<file path="config.mk">
export PLATFORM = sky130hd
export DESIGN_NAME = stepper_trapezoid_profile
export DESIGN_NICKNAME = d
export VERILOG_FILES = /design/src/design/stp_pkg.sv /design/src/design/stp_div.sv /design/src/design/stepper_trapezoid_profile.sv
export SDC_FILE = /design/constraint.sdc
export NUM_CORES = 2
export LEC_CHECK = 0
export ABC_AREA = 1
export BUFFER_PORTS_ARGS = -buffer_cell sky130_fd_sc_hd__buf_2
export CORE_MARGIN = 2
export CORE_UTILIZATION = 35
export DETAILED_ROUTE_END_ITERATION = 10
export GPL_TIMING_DRIVEN = 1
export PLACE_DENSITY = 0.62
export SYNTH_ARGS = -nofsm -noshare
export SYNTH_HDL_FRONTEND = slang
export SYNTH_HIERARCHICAL = 1
export SYNTH_SLANG_ARGS = --single-unit
</file>
<file path="constraint.sdc">
create_clock -name clk -period 9.2 [get_ports clk]
set_input_delay 1.38 -clock clk [delete_from_list [all_inputs] [get_ports clk]]
set_output_delay 1.38 -clock clk [all_outputs]
set_load 0.03 [all_outputs]
</file>
<file path="src/design/stp_pkg.sv">
// Shared types, command and phase codes for the trapezoidal stepper profile block.
// No dependencies.
`timescale 1ns / 1ps
package stp_pkg;
  localparam int unsigned TimerFreqDef = 10000;
  localparam int unsigned MaxRateDef   = 5000;

  localparam logic [3:0] CMD_TICK   = 4'd0;
  localparam logic [3:0] CMD_MOVREL = 4'd1;
  localparam logic [3:0] CMD_MOVABS = 4'd2;
  localparam logic [3:0] CMD_HOME   = 4'd3;
  localparam logic [3:0] CMD_STOP   = 4'd4;
  localparam logic [3:0] CMD_SSTOP  = 4'd5;
  localparam logic [3:0] CMD_ENA    = 4'd6;
  localparam logic [3:0] CMD_DIS    = 4'd7;
  localparam logic [3:0] CMD_SETPOS = 4'd8;

  localparam logic [2:0] PH_IDLE   = 3'd0;
  localparam logic [2:0] PH_ACCEL  = 3'd1;
  localparam logic [2:0] PH_CRUISE = 3'd2;
  localparam logic [2:0] PH_DECEL  = 3'd3;
  localparam logic [2:0] PH_HOME   = 3'd4;

  localparam logic [1:0] CFG_VEL = 2'd0;
  localparam logic [1:0] CFG_ACC = 2'd1;
  localparam logic [1:0] CFG_HASLIM = 2'd2;
  localparam logic [1:0] CFG_LIMHI = 2'd3;

  localparam logic [31:0] START_MIN_SPS = 32'd100;
  localparam logic [31:0] STOP_SPS = 32'd10;

  // divider request: 64-bit dividend by 64-bit divisor
  typedef struct packed {
    logic        start;
    logic [63:0] num;
    logic [63:0] den;
  } stp_div_req_t;

  typedef struct packed {
    logic        done;
    logic [63:0] quo;
  } stp_div_rsp_t;
endpackage

</file>
<file path="src/design/stp_div.sv">
// Restoring bit-serial divider, one quotient bit per cycle.
// Depends on stp_pkg.
`timescale 1ns / 1ps
module stp_div
  import stp_pkg::*;
(
  input  logic         clk,
  input  logic         rst_n,
  input  stp_div_req_t req,
  output stp_div_rsp_t rsp
);
  logic [63:0] rem_r, rem_nxt, quo_r, quo_nxt, den_r, den_nxt;
  logic [6:0]  cnt_r, cnt_nxt;
  logic        busy_r, busy_nxt, done_r, done_nxt;
  logic [64:0] trial;
  logic [64:0] sh;

  // while busy, shift one dividend bit into the partial remainder each cycle
  always_comb begin
    rem_nxt = rem_r; quo_nxt = quo_r; den_nxt = den_r;
    cnt_nxt = cnt_r; busy_nxt = busy_r; done_nxt = 1'b0;
    sh = {rem_r, quo_r[63]};
    trial = sh - {1'b0, den_r};
    if (req.start) begin
      rem_nxt = '0; quo_nxt = req.num; den_nxt = req.den;
      cnt_nxt = 7'd0; busy_nxt = 1'b1;
    end else if (busy_r) begin
      if (!trial[64]) begin
        rem_nxt = trial[63:0];
        quo_nxt = {quo_r[62:0], 1'b1};
      end else begin
        rem_nxt = sh[63:0];
        quo_nxt = {quo_r[62:0], 1'b0};
      end
      cnt_nxt = cnt_r + 7'd1;
      if (cnt_r == 7'd63) begin
        busy_nxt = 1'b0; done_nxt = 1'b1;
      end
    end
  end

  always_ff @(posedge clk) begin
    if (!rst_n) begin
      busy_r <= 1'b0; done_r <= 1'b0; cnt_r <= '0;
    end else begin
      busy_r <= busy_nxt; done_r <= done_nxt; cnt_r <= cnt_nxt;
    end
    rem_r <= rem_nxt; quo_r <= quo_nxt; den_r <= den_nxt;
  end

  assign rsp.done = done_r;
  assign rsp.quo  = quo_r;
endmodule

</file>
<file path="src/design/stepper_trapezoid_profile.sv">
// Trapezoidal stepper profile generator, one command per transaction.
// Commands that need no division pass from S_IDLE to S_OUT, which registers the result.
// Commands that divide use the serial divider in turn: a tick that steps takes two runs,
// smooth stop up to two, homing three and move planning up to four.
// Throughput: one transaction at a time; the next is taken once the result has gone.
// Reset: rst_n synchronous active low; registers return to reset values,
// motor disabled, idle, direction positive.
`timescale 1ns / 1ps
module stepper_trapezoid_profile
  import stp_pkg::*;
#(
  parameter int unsigned TIMER_FREQ = TimerFreqDef,
  parameter int unsigned MAX_RATE   = MaxRateDef
) (
  input  logic        clk,
  input  logic        rst_n,
  input  logic        in_tvalid,
  output logic        in_tready,
  input  logic [39:0] in_tdata,   // cmd[3:0], amount[35:4], home_forward[36], limit_level[37]
  output logic        out_tvalid,
  input  logic        out_tready,
  output logic [87:0] out_tdata,  // step_pulse, direction_out, driver_enable_n, position[32],
                                  // speed[16], phase[3], steps_left[31]
  input  logic        cfg_valid,
  output logic        cfg_ready,
  input  logic [1:0]  cfg_index,
  input  logic [15:0] cfg_data
);
  localparam logic [31:0] TF = 32'(TIMER_FREQ);
  localparam logic [31:0] MR = 32'(MAX_RATE);
  localparam logic [31:0] STOPI = 32'(TIMER_FREQ / 10);

  // sequencer states
  localparam logic [3:0] S_IDLE = 4'd0, S_OUT = 4'd1,
    S_MI = 4'd2, S_RAMP = 4'd3, S_SI = 4'd4, S_AD = 4'd5, S_MVEND = 4'd6,
    S_HSI = 4'd7, S_HSPD = 4'd8, S_SDIST = 4'd9, S_SD = 4'd10,
    S_TMI = 4'd11, S_TSPD = 4'd12, S_TFIN = 4'd13;

  logic [3:0]  st_r, st_nxt;
  logic [15:0] vel_r, acc_r;
  logic        haslim_r, limhi_r;
  logic [2:0]  ph_r;
  logic        en_r, dir_r;
  logic [31:0] pos_r, rem_r, done_r, acnt_r, ccnt_r;
  logic [15:0] iv_r, cd_r, spd_r;
  logic [31:0] frac_r, ad_r, dd_r;
  // command latch and planning scratch
  logic [3:0]  cmd_r;
  logic [31:0] amt_r;
  logic        hfw_r, lim_r, pulse_r;
  logic [31:0] mi_r, mag_r, up_r, cr_r, ss_r, si_r, dist_r;
  logic [87:0] odata_r;
  logic        ovalid_r;

  stp_div_req_t dreq;
  stp_div_rsp_t drsp;
  stp_div u_div (.clk(clk), .rst_n(rst_n), .req(dreq), .rsp(drsp));

  logic [31:0] veff, aeff, delta, ssv;
  always_comb begin
    veff = {16'd0, vel_r};
    if (veff > MR) veff = MR;
    if (veff == 32'd0) veff = 32'd1;
    aeff = (acc_r == 16'd0) ? 32'd1 : {16'd0, acc_r};
    delta = (cmd_r == CMD_MOVABS) ? amt_r - pos_r : amt_r;
    ssv = veff >> 2;
    if (ssv < START_MIN_SPS) ssv = START_MIN_SPS;
  end

  assign in_tready  = (st_r == S_IDLE) && !ovalid_r;
  assign cfg_ready  = (st_r == S_IDLE) && !ovalid_r;
  assign out_tvalid = ovalid_r;
  assign out_tdata  = odata_r;

  logic [63:0] qv;
  assign qv = drsp.quo;

  always_ff @(posedge clk) begin
    if (!rst_n) begin
      st_r <= S_IDLE; ovalid_r <= 1'b0;
      vel_r <= 16'd1000; acc_r <= 16'd500; haslim_r <= 1'b0; limhi_r <= 1'b0;
      ph_r <= PH_IDLE; en_r <= 1'b0; dir_r <= 1'b1; pos_r <= '0; rem_r <= '0;
      done_r <= '0; acnt_r <= '0; ccnt_r <= '0; iv_r <= '0; cd_r <= '0;
      frac_r <= '0; ad_r <= '0; dd_r <= '0; spd_r <= '0;
      dreq <= '0; pulse_r <= 1'b0;
    end else begin
      dreq.start <= 1'b0;
      if (ovalid_r && out_tready) ovalid_r <= 1'b0;
      if (cfg_valid && cfg_ready) begin
        unique case (cfg_index)
          CFG_VEL: vel_r <= cfg_data;
          CFG_ACC: acc_r <= cfg_data;
          CFG_HASLIM: haslim_r <= cfg_data[0];
          CFG_LIMHI: limhi_r <= cfg_data[0];
          default: ;
        endcase
      end
      unique case (st_r)
        S_IDLE: if (in_tvalid && in_tready) begin
          cmd_r <= in_tdata[3:0]; amt_r <= in_tdata[35:4];
          hfw_r <= in_tdata[36]; lim_r <= in_tdata[37];
          pulse_r <= 1'b0;
          st_r <= S_OUT;
          case (in_tdata[3:0])
            CMD_TICK: if (ph_r != PH_IDLE) begin
              if (cd_r != 16'd0) cd_r <= cd_r - 16'd1;
              else begin
                dreq <= '{1'b1, {32'd0, TF}, {32'd0, veff}}; st_r <= S_TMI;
              end
            end
            CMD_MOVREL, CMD_MOVABS, CMD_HOME: begin
              dreq <= '{1'b1, {32'd0, TF}, {32'd0, veff}}; st_r <= S_MI;
            end
            CMD_STOP: begin ph_r <= PH_IDLE; rem_r <= '0; spd_r <= '0; end
            CMD_SSTOP: if (ph_r != PH_IDLE) begin
              dreq <= '{1'b1, 64'(spd_r) * 64'(spd_r), {31'd0, aeff, 1'b0}};
              st_r <= S_SDIST;
            end
            CMD_ENA: en_r <= 1'b1;
            CMD_DIS: begin en_r <= 1'b0; ph_r <= PH_IDLE; rem_r <= '0; spd_r <= '0; end
            CMD_SETPOS: pos_r <= in_tdata[35:4];
            default: ;
          endcase
        end
        // --- move / home planning ---
        S_MI: if (drsp.done) begin
          mi_r <= (qv[31:0] == 32'd0) ? 32'd1 : qv[31:0];
          if (cmd_r == CMD_HOME) begin
            if (!en_r || !haslim_r) st_r <= S_OUT;
            else begin
              dreq <= '{1'b1, {32'd0, TF}, {32'd0, ssv}}; st_r <= S_HSI;
            end
          end else if (delta == 32'd0 || !en_r) st_r <= S_OUT;
          else begin
            mag_r <= delta[31] ? 32'd0 - delta : delta;
            dreq <= '{1'b1, 64'(veff) * 64'(veff), {31'd0, aeff, 1'b0}};
            st_r <= S_RAMP;
          end
        end
        S_RAMP: if (drsp.done) begin
          if (qv + qv >= {32'd0, mag_r}) begin
            up_r <= mag_r >> 1; cr_r <= '0;
          end else begin
            up_r <= qv[31:0]; cr_r <= mag_r - qv[31:0] - qv[31:0];
          end
          ss_r <= (ssv > veff) ? veff : ssv;
          dreq <= '{1'b1, {32'd0, TF}, {32'd0, ((ssv > veff) ? veff : ssv)}};
          st_r <= S_SI;
        end
        S_SI: if (drsp.done) begin
          si_r <= (qv[31:0] < mi_r) ? mi_r : qv[31:0];
          if (up_r != 0 && ((qv[31:0] < mi_r) ? mi_r : qv[31:0]) > mi_r) begin
            dreq <= '{1'b1, {16'd0, (qv[31:0] - mi_r), 16'd0}, {32'd0, up_r}};
            st_r <= S_AD;
          end else begin
            ad_r <= '0; dd_r <= '0; st_r <= S_MVEND;
          end
        end
        S_AD: if (drsp.done) begin
          ad_r <= qv[31:0]; dd_r <= qv[31:0]; st_r <= S_MVEND;
        end
        S_MVEND: begin
          dir_r <= ~delta[31];
          rem_r <= mag_r; acnt_r <= up_r; ccnt_r <= cr_r;
          iv_r <= si_r[15:0]; cd_r <= si_r[15:0]; done_r <= '0;
          spd_r <= ss_r[15:0]; frac_r <= {si_r[15:0], 16'd0};
          ph_r <= (up_r != 0) ? PH_ACCEL : ((cr_r != 0) ? PH_CRUISE : PH_DECEL);
          st_r <= S_OUT;
        end
        S_HSI: if (drsp.done) begin
          si_r <= (qv[31:0] < mi_r) ? mi_r : qv[31:0];
          dir_r <= hfw_r; ph_r <= PH_HOME; rem_r <= 32'h7FFFFFFF;
          iv_r <= ((qv[31:0] < mi_r) ? mi_r[15:0] : qv[15:0]);
          cd_r <= ((qv[31:0] < mi_r) ? mi_r[15:0] : qv[15:0]);
          dreq <= '{1'b1, {32'd0, TF}, {32'd0, ((qv[31:0] < mi_r) ? mi_r : qv[31:0])}};
          st_r <= S_HSPD;
        end
        S_HSPD: if (drsp.done) begin spd_r <= qv[15:0]; st_r <= S_OUT; end
        // --- smooth stop ---
        S_SDIST: if (drsp.done) begin
          if (qv[31:0] == 32'd0) begin
            ph_r <= PH_IDLE; rem_r <= '0; spd_r <= '0; st_r <= S_OUT;
          end else begin
            dist_r <= qv[31:0];
            if (STOPI > {16'd0, iv_r}) begin
              dreq <= '{1'b1, {16'd0, STOPI - {16'd0, iv_r}, 16'd0}, {32'd0, qv[31:0]}};
              st_r <= S_SD;
            end else begin
              dd_r <= '0; rem_r <= qv[31:0]; acnt_r <= '0; ccnt_r <= '0; done_r <= '0;
              ph_r <= PH_DECEL; frac_r <= {iv_r, 16'd0}; st_r <= S_OUT;
            end
          end
        end
        S_SD: if (drsp.done) begin
          dd_r <= qv[31:0]; rem_r <= dist_r; acnt_r <= '0; ccnt_r <= '0; done_r <= '0;
          ph_r <= PH_DECEL; frac_r <= {iv_r, 16'd0}; st_r <= S_OUT;
        end
        // --- step on tick: mi known after divide ---
        S_TMI: if (drsp.done) begin
          mi_r <= (qv[31:0] == 32'd0) ? 32'd1 : qv[31:0];
          cd_r <= iv_r;
          if (ph_r == PH_HOME && haslim_r && (lim_r == limhi_r)) begin
            ph_r <= PH_IDLE; rem_r <= '0; spd_r <= '0; pos_r <= '0; st_r <= S_OUT;
          end else begin
            pulse_r <= 1'b1;
            pos_r <= dir_r ? pos_r + 32'd1 : pos_r - 32'd1;
            rem_r <= rem_r - 32'd1; done_r <= done_r + 32'd1;
            st_r <= S_TFIN;
          end
        end
        S_TFIN: begin
          if (rem_r == 32'd0) begin
            ph_r <= PH_IDLE; spd_r <= '0; st_r <= S_OUT;
          end else begin
            logic [31:0] ivn, fr;
            ivn = {16'd0, iv_r}; fr = frac_r;
            if (ph_r == PH_ACCEL) begin
              if (ad_r != 0 && ivn > mi_r) begin
                if ({32'd0, fr} > {16'd0, mi_r, 16'd0} + {32'd0, ad_r}) fr = fr - ad_r;
                else fr = {mi_r[15:0], 16'd0};
                ivn = {16'd0, fr[31:16]};
                if (ivn < mi_r) ivn = mi_r;
              end
              if (done_r >= acnt_r) begin
                ph_r <= (ccnt_r != 0) ? PH_CRUISE : PH_DECEL;
                fr = {ivn[15:0], 16'd0};
              end
            end else if (ph_r == PH_CRUISE) begin
              if ({32'd0, done_r} >= {32'd0, acnt_r} + {32'd0, ccnt_r}) begin
                ph_r <= PH_DECEL; fr = {ivn[15:0], 16'd0};
              end
            end else if (ph_r == PH_DECEL) begin
              if (dd_r != 0) begin
                if ({32'd0, fr} + {32'd0, dd_r} < {16'd0, STOPI, 16'd0}) fr = fr + dd_r;
                else fr = {STOPI[15:0], 16'd0};
                ivn = {16'd0, fr[31:16]};
                if (ivn < mi_r) ivn = mi_r;
                if (ivn > STOPI) ivn = STOPI;
              end
            end
            frac_r <= fr; iv_r <= ivn[15:0];
            if (ivn == 32'd0) begin spd_r <= '0; st_r <= S_OUT; end
            else begin
              dreq <= '{1'b1, {32'd0, TF}, {32'd0, ivn}}; st_r <= S_TSPD;
            end
          end
        end
        S_TSPD: if (drsp.done) begin spd_r <= qv[15:0]; st_r <= S_OUT; end
        S_OUT: begin
          ovalid_r <= 1'b1;
          odata_r <= {3'd0, (rem_r[31] ? 31'h7FFFFFFF : rem_r[30:0]), ph_r, spd_r,
                      pos_r, ~en_r, dir_r, pulse_r};
          st_r <= S_IDLE;
        end
        default: st_r <= S_IDLE;
      endcase
    end
  end
endmodule
</file>
# After elaboration in Yosys (flattened, before gate mapping)
# Index checks and enable logic that the tools add are counted.
[word_totals] register_bits=994 out_inout_bits=91 wordCells=424
[classes] addsub=19 multipliers=2 magnitude_cmp=15 n_eq_ne=74 muxes=181 bitwise_logic=7 n_reduce_logical=81
[ops] cell="$mux W32" n=69
[ops] cell="$mux W129" n=17
[ops] cell="$pmux W129 S7" n=1
[ops] cell="$pmux W129 S3" n=1
[ops] cell="$mux W16" n=21
[ops] cell="$pmux W32 S3" n=3
[ops] cell="$pmux W32 S4" n=2
[ops] cell="$mux W64" n=3
[ops] cell="$pmux W32 S6" n=1
[ops] cell="$logic_not A32 Y1" n=5
[ops] cell="$reduce_bool A32 Y1" n=5
[ops] cell="$sub A32 B32 Y32" n=5
[ops] cell="$pmux W32 S2" n=2
[ops] cell="$pmux W16 S6" n=1
[ops] cell="$mux W4" n=18
[ops] cell="$add A32 B32 Y33" n=2
[ops] cell="$sub A65 B64 Y65" n=1
[ops] cell="$add A32 B1 Y32 const B" n=2
[ops] cell="$add A64 B64 Y64" n=1
[ops] cell="$ge A64 B32 Y1" n=1
[ops] cell="$lt A16 B32 Y1" n=2
[ops] cell="$mul A32 B32 Y64" n=1
[ops] cell="$pmux W16 S4" n=1
[ops] cell="$sub A32 B1 Y32 const B" n=2
[ops] cell="other kinds (70)" n=212

# Depth between registers and ports, before layout
[logic_depth] word_depth=32 depth_mapped=50 mapped_depth_nobuf=48

# Hierarchy
# Netlist, hierarchy kept.
[by_module_without_submodules] mod="stepper_trapezoid_profile" n_inst=1 cells_per_inst=8633 area_each_um2=65345.2 seq_area_each_um2=18047.3
[by_module_without_submodules] mod="stp_div" n_inst=1 cells_per_inst=2294 area_each_um2=14562.7 seq_area_each_um2=5305.1

# Worst setup path before layout
# No wires, ideal clock.
[synth_path] kind="reg2reg" start="reg vel_r[2]" end="reg dreq[90] in the netlist's numbering" setup_ns=0.128 t_arrival_ns=7.026 t_required_ns=9.072 path_slack_ns=2.046 stages_incl_launch_ff=39 path_cell_list="dfxtp_1 clkinv_1 a31oi_1 o2111ai_1 nand2_1 a21oi_1 inv_1 buf_1 nor2_1 inv_1 clkbuf_1 nor2_1 inv_1 fa_1 fa_1 fa_1 inv_1 fa_1 [... 3 more ...] fa_1 ha_1 a21oi_1 nor2_1 a211oi_1 nand2_1 a21oi_1 inv_1 a21oi_1 o21bai_1 a21oi_1 o21ai_0 nand2_1 nand2_1 xnor2_1 o21ai_0 a21oi_1 nor2_1"
[synth_via] elab_chain_len=9
[synth_rtl] item="start: declaration" line="stepper_trapezoid_profile.sv:40" text="logic [15:0] vel_r, acc_r;"
[synth_rtl] item="start signal: assignment" line="stepper_trapezoid_profile.sv:91" text="CFG_VEL: vel_r <= cfg_data;"
[synth_rtl] item="$gt A16 B13 Y1" line="stepper_trapezoid_profile.sv:62" text="if (veff > MR) veff = MR;"
[synth_rtl] item="$mux W16 *" line="stepper_trapezoid_profile.sv:62"
[synth_rtl] item="$logic_not A32 Y1" line="stepper_trapezoid_profile.sv:63" text="if (veff == 32'd0) veff = 32'd1;"
[synth_rtl] item="$mux W16 *" line="stepper_trapezoid_profile.sv:63"
[synth_rtl] item="$mul A32 B32 Y64 *" line="stepper_trapezoid_profile.sv:136" text="dreq <= '{1'b1, 64'(veff) * 64'(veff), {31'd0, aeff, 1'b0}};"
[synth_rtl] item="$mux W129 *" line="stepper_trapezoid_profile.sv:133" text="end else if (delta == 32'd0 || !en_r) st_r <= S_OUT;"
[synth_rtl] item="$mux W129 *" line="stepper_trapezoid_profile.sv:128" text="if (cmd_r == CMD_HOME) begin"
[synth_rtl] item="$mux W129 *" line="stepper_trapezoid_profile.sv:126" text="S_MI: if (drsp.done) begin"
[synth_rtl] item="$pmux W129 S7 *" line="stepper_trapezoid_profile.sv:98" text="unique case (st_r)"
[synth_rtl] item="end signal: assignment" line="stepper_trapezoid_profile.sv:116" text="dreq <= '{1'b1, 64'(spd_r) * 64'(spd_r), {31'd0, aeff, 1'b0}};"
[synth_rtl] item="end signal: assignment" line="stepper_trapezoid_profile.sv:136"
[synth_rtl] item="end signal: assignment" line="stepper_trapezoid_profile.sv:147" text="dreq <= '{1'b1, {32'd0, TF}, {32'd0, ((ssv > veff) ? veff : ssv)}};"
[synth_rtl] item="end: declaration" line="stepper_trapezoid_profile.sv:55" text="stp_div_req_t dreq;"
# Mark *: on every way between the ends. The rest lies on a longest branch, timed or not. The select of a mux whose other input is x is not followed.
# A chain may end at the register's enable or synchronous reset.

# Worst setup path in the final report
[layout_path] start="reg mi_r[0]" end="reg dreq[77] in the netlist's numbering"
[layout_via] elab_chain_len=21 word_cells_on_any_way=39
[layout_rtl] item="start: declaration" line="stepper_trapezoid_profile.sv:51" text="logic [31:0] mi_r, mag_r, up_r, cr_r, ss_r, si_r, dist_r;"
[layout_rtl] item="start signal: assignment" line="stepper_trapezoid_profile.sv:127" text="mi_r <= (qv[31:0] == 32'd0) ? 32'd1 : qv[31:0];"
[layout_rtl] item="start signal: assignment" line="stepper_trapezoid_profile.sv:200" text="mi_r <= (qv[31:0] == 32'd0) ? 32'd1 : qv[31:0];"
[layout_rtl] item="branches (longest 20 deep; another with $add A48 B32 Y49)"
[layout_rtl] item="$reduce_and A18 Y1 (no source line) *"
# Mark *: on every way between the ends. The select of a mux whose other input is x is not followed.

==> reports/metrics.cfg <==
[outcome]
outcome=complete, no violations

[power]
p_leak_nw=42.8
power_mw=24.7
power.internal_mw=12.6
p_seq_share_pct=21.6
power.share.clock_pct=19.5
power_frac_comb_pct=58.9
p_sw_mw=12.0
powerDensity_nw_per_um2=278
switching_share_pct=48.8
peakVddDrop_uv=1030

[placement]
io_buffers=148
dp_cells=14000
postPlaceCellArea_um2=84800
pre_cts_ws_ns=1.02
dpl.hpwl_mm=239
gp_congestion=1.05

[routing]
wl_per_cell_um=21.4
first_iter_violations=8102
firstDrtPassIters=6
top_layer=met5
drc=0
vias=75300
antenna_left=0
wl_met2_mm=131
met3_length_mm=29.1
viasPerCell=5.28
drt-met1-wl_mm=127
drt-total-wl_mm=306

[timing]
setup_slack_ns=0.698
min_period_ns=8.50
fmax_mhz=118
slew_headroom_pct=22.2
hold_viol_final=0
post-route-period-util_pct=92.4
rsz0062_at_grt=no
worst_pin_slew_ns=1.17
setup_viol=0
timing.hold.ws_ns=0.433
fin_skew_ns=0.0440
slew_viol_final=0
setup_tns_ns=0

[layout]
fill_cells=23900
final_cells=14300
final_nets=12200
postLayoutCoreUtil_pct=39.0
syn2layout_area_growth_pct=11.0
fin_area_um2=88700
drive_above_1_share_pct=6.33

[min_path]
hold_path_class=flip-flop to flip-flop

[grt]
grt_use_total_pct=25.7
grt_remaining_overflow=0
grt_pass1_wl_mm=450
antenna_found_initial=24
grt_pass1_vias=70200
grt_max_degree=87

[logic_synthesis]
synthFlopType=dfxtp_1
syn_area_um2=79900
synth_edf_count=443
synth_area_leaders=edfxtp_1 (17%), dfxtp_1 (13%), nand2_1 (12%), ha_1 (11%), inv_1 (8.7%)
async_flop_share_pct=0
ys_types=84
synthCells=10900
synth-warning-count=6
ys_seq_elements=945
avgSynthCellArea_um2=7.31
synth_top_area_share_pct=16.6
synth.largest_area_cell=edfxtp_1
seq_area_frac_synth_pct=29.2

[critical_path]
cp_slowest_cell=edfxtp_1
crit_path_end_kind=flip-flop
path_class=flip-flop to flip-flop
max_stage_delay_ns=0.63
cp_max_fo=16
crit_arrival_ns=9.13
crit_top_cell=nand2_1
critPathRequiredTime_ns=9.82
cp-start-kind=flip-flop

[clocking]
clock_latency_ns=0.79
post_cts_buffers=0
cts_made_buffers=107
cts_max_path_buffers=3
cts-root-buf=clkbuf_16
cts_resized=0
clk_pin_slew_ns=0.07
cts_num_sinks=945
h-tree-depth=3
ctsHoldBuffers=0
cts_tree=built

[floorplanning]
ios=154
fp.dieArea_um2=232000
die_h_um=482
die_w_um=482
rows=175
core_area_um2=227000
start_util_pct=35.2

[run]
drv_cap=0

==> worst max-delay path, delay by kind of cell (launching register included) <==
family | cells | cell delay [ns]
simple gates | 25 | 3.81
compound gates | 6 | 1.42
fa+ha+maj | 4 | 1.41
buf+inv | 6 | 0.84
flops | 1 | 0.63
xor+xnor | 1 | 0.17
==> sequential cells by signal (all words and copies together), names as in the netlist, 64 cells and up <==
name         flops
u_div/den_r     64
dreq            80
out_tdata       85
u_div/quo_r     64
u_div/rem_r     64
==> final timing paths <==
kind / startpoint / end / slack [ns] / cells past startpoint
worst max-delay path: mi_r[0] / dreq[77] / 0.70 / 42
worst min-delay path: dreq[11] / u_div/den_r[11] / 0.43 / 0
worst max register to register: mi_r[0] / dreq[77] / 0.70 / 42
worst min register to register: dreq[11] / u_div/den_r[11] / 0.43 / 0
==> metal layers <==
metal	global-route usage [%]	vias to the layer above
met5	0	-
met4	13.3	12
met3	5.35	745
met2	39.6	3356
met1	33.9	35200
li1	-	36000
==> synth_stat cells, types with 12 or more instances <==
library cell     n
nand2_1       2650
inv_1         1856
a21oi_1        966
nor2_1         765
ha_1           705
dfxtp_1        502
o21ai_0        479
nand3_1        456
edfxtp_1       443
fa_1           336
clkbuf_1       290
a211oi_1       134
xor2_1         134
nor3_1         124
xnor2_1        124
nand4_1        118
nor4_1          78
a221oi_1        64
nand2_2         56
o22ai_1         48
a31oi_1         44
o211ai_1        44
o21ai_1         44
or2_2           42
o2111ai_1       41
o21bai_1        34
nor2_2          32
o21a_1          30
buf_2           22
clkinv_1        22
o221ai_1        21
inv_2           19
buf_1           18
nor3b_1         16
nand3b_1        14
buf_4           12
==> cell usage in the layout, fill, tap and decap left out, types with 29 or more instances in the layout <==
cell and n:
clkinv_1 29, conb_1 140, o21ai_1 42, a21oi_1 965, nand3_1 455, nor2_2 36, a211oi_1 134, fa_1 336
nand2_1 2647, ha_1 705, a221oi_1 64, nor2_1 753, o21bai_1 34, o211ai_1 44, a31oi_1 44, o22ai_1 48
or2_2 42, clkbuf_16 110, dfxtp_1 500, o21a_1 30, xor2_1 134, xnor2_1 124, nand2_2 58, o21ai_0 479
nand4_1 118, nor3_1 121, buf_2 147, o2111ai_1 41, inv_1 1852, edfxtp_1 443, nor4_1 77, buf_4 163
==> cell type report <==
type	count	area, µm²	area share, %
clock buffer	136	2920	3.29
timing repair buffer	311	1980	2.23
multi-input combinational	7865	48500	54.7
clock inverter	68	940	1.06
sequential	945	23400	26.3
inverter	1899	7140	8.05
antenna	18	45.0	0.0508
tap	3009	3760	4.25
==> kinds of logic (layout without fill, tap and decap cells) <==
family / count (synthesis) / in the layout / synth area share, %
adder cells (fa/ha/maj): 1041 / 1041 / 19.5
AO/OA/AOI/OAI: 2016 / 2016 / 14.4
buffers and inverters: 2255 / 2414 / 10.9
XOR/XNOR: 258 / 258 / 2.83
AND/OR/NAND/NOR: 4407 / 4407 / 23.2
flip-flops: 945 / 945 / 29.2
multiplexers: 3 / 3 / 0.0391
other: 2 / 158 / 0.00940
==> power by group through the flow <==
stage	clock (mW)	sequential (mW)	combinational, mW
4_1_cts	4.87	5.31	14.3
3_5_place_dp	0	5.39	14.2
2_1_floorplan	0	5.35	9.98
3_3_place_gp	0	5.39	14.1
5_1_grt	5.02	5.34	16.2
6_report	4.82	5.32	14.5
No activity file was read; power rests on OpenSTA's default activity.
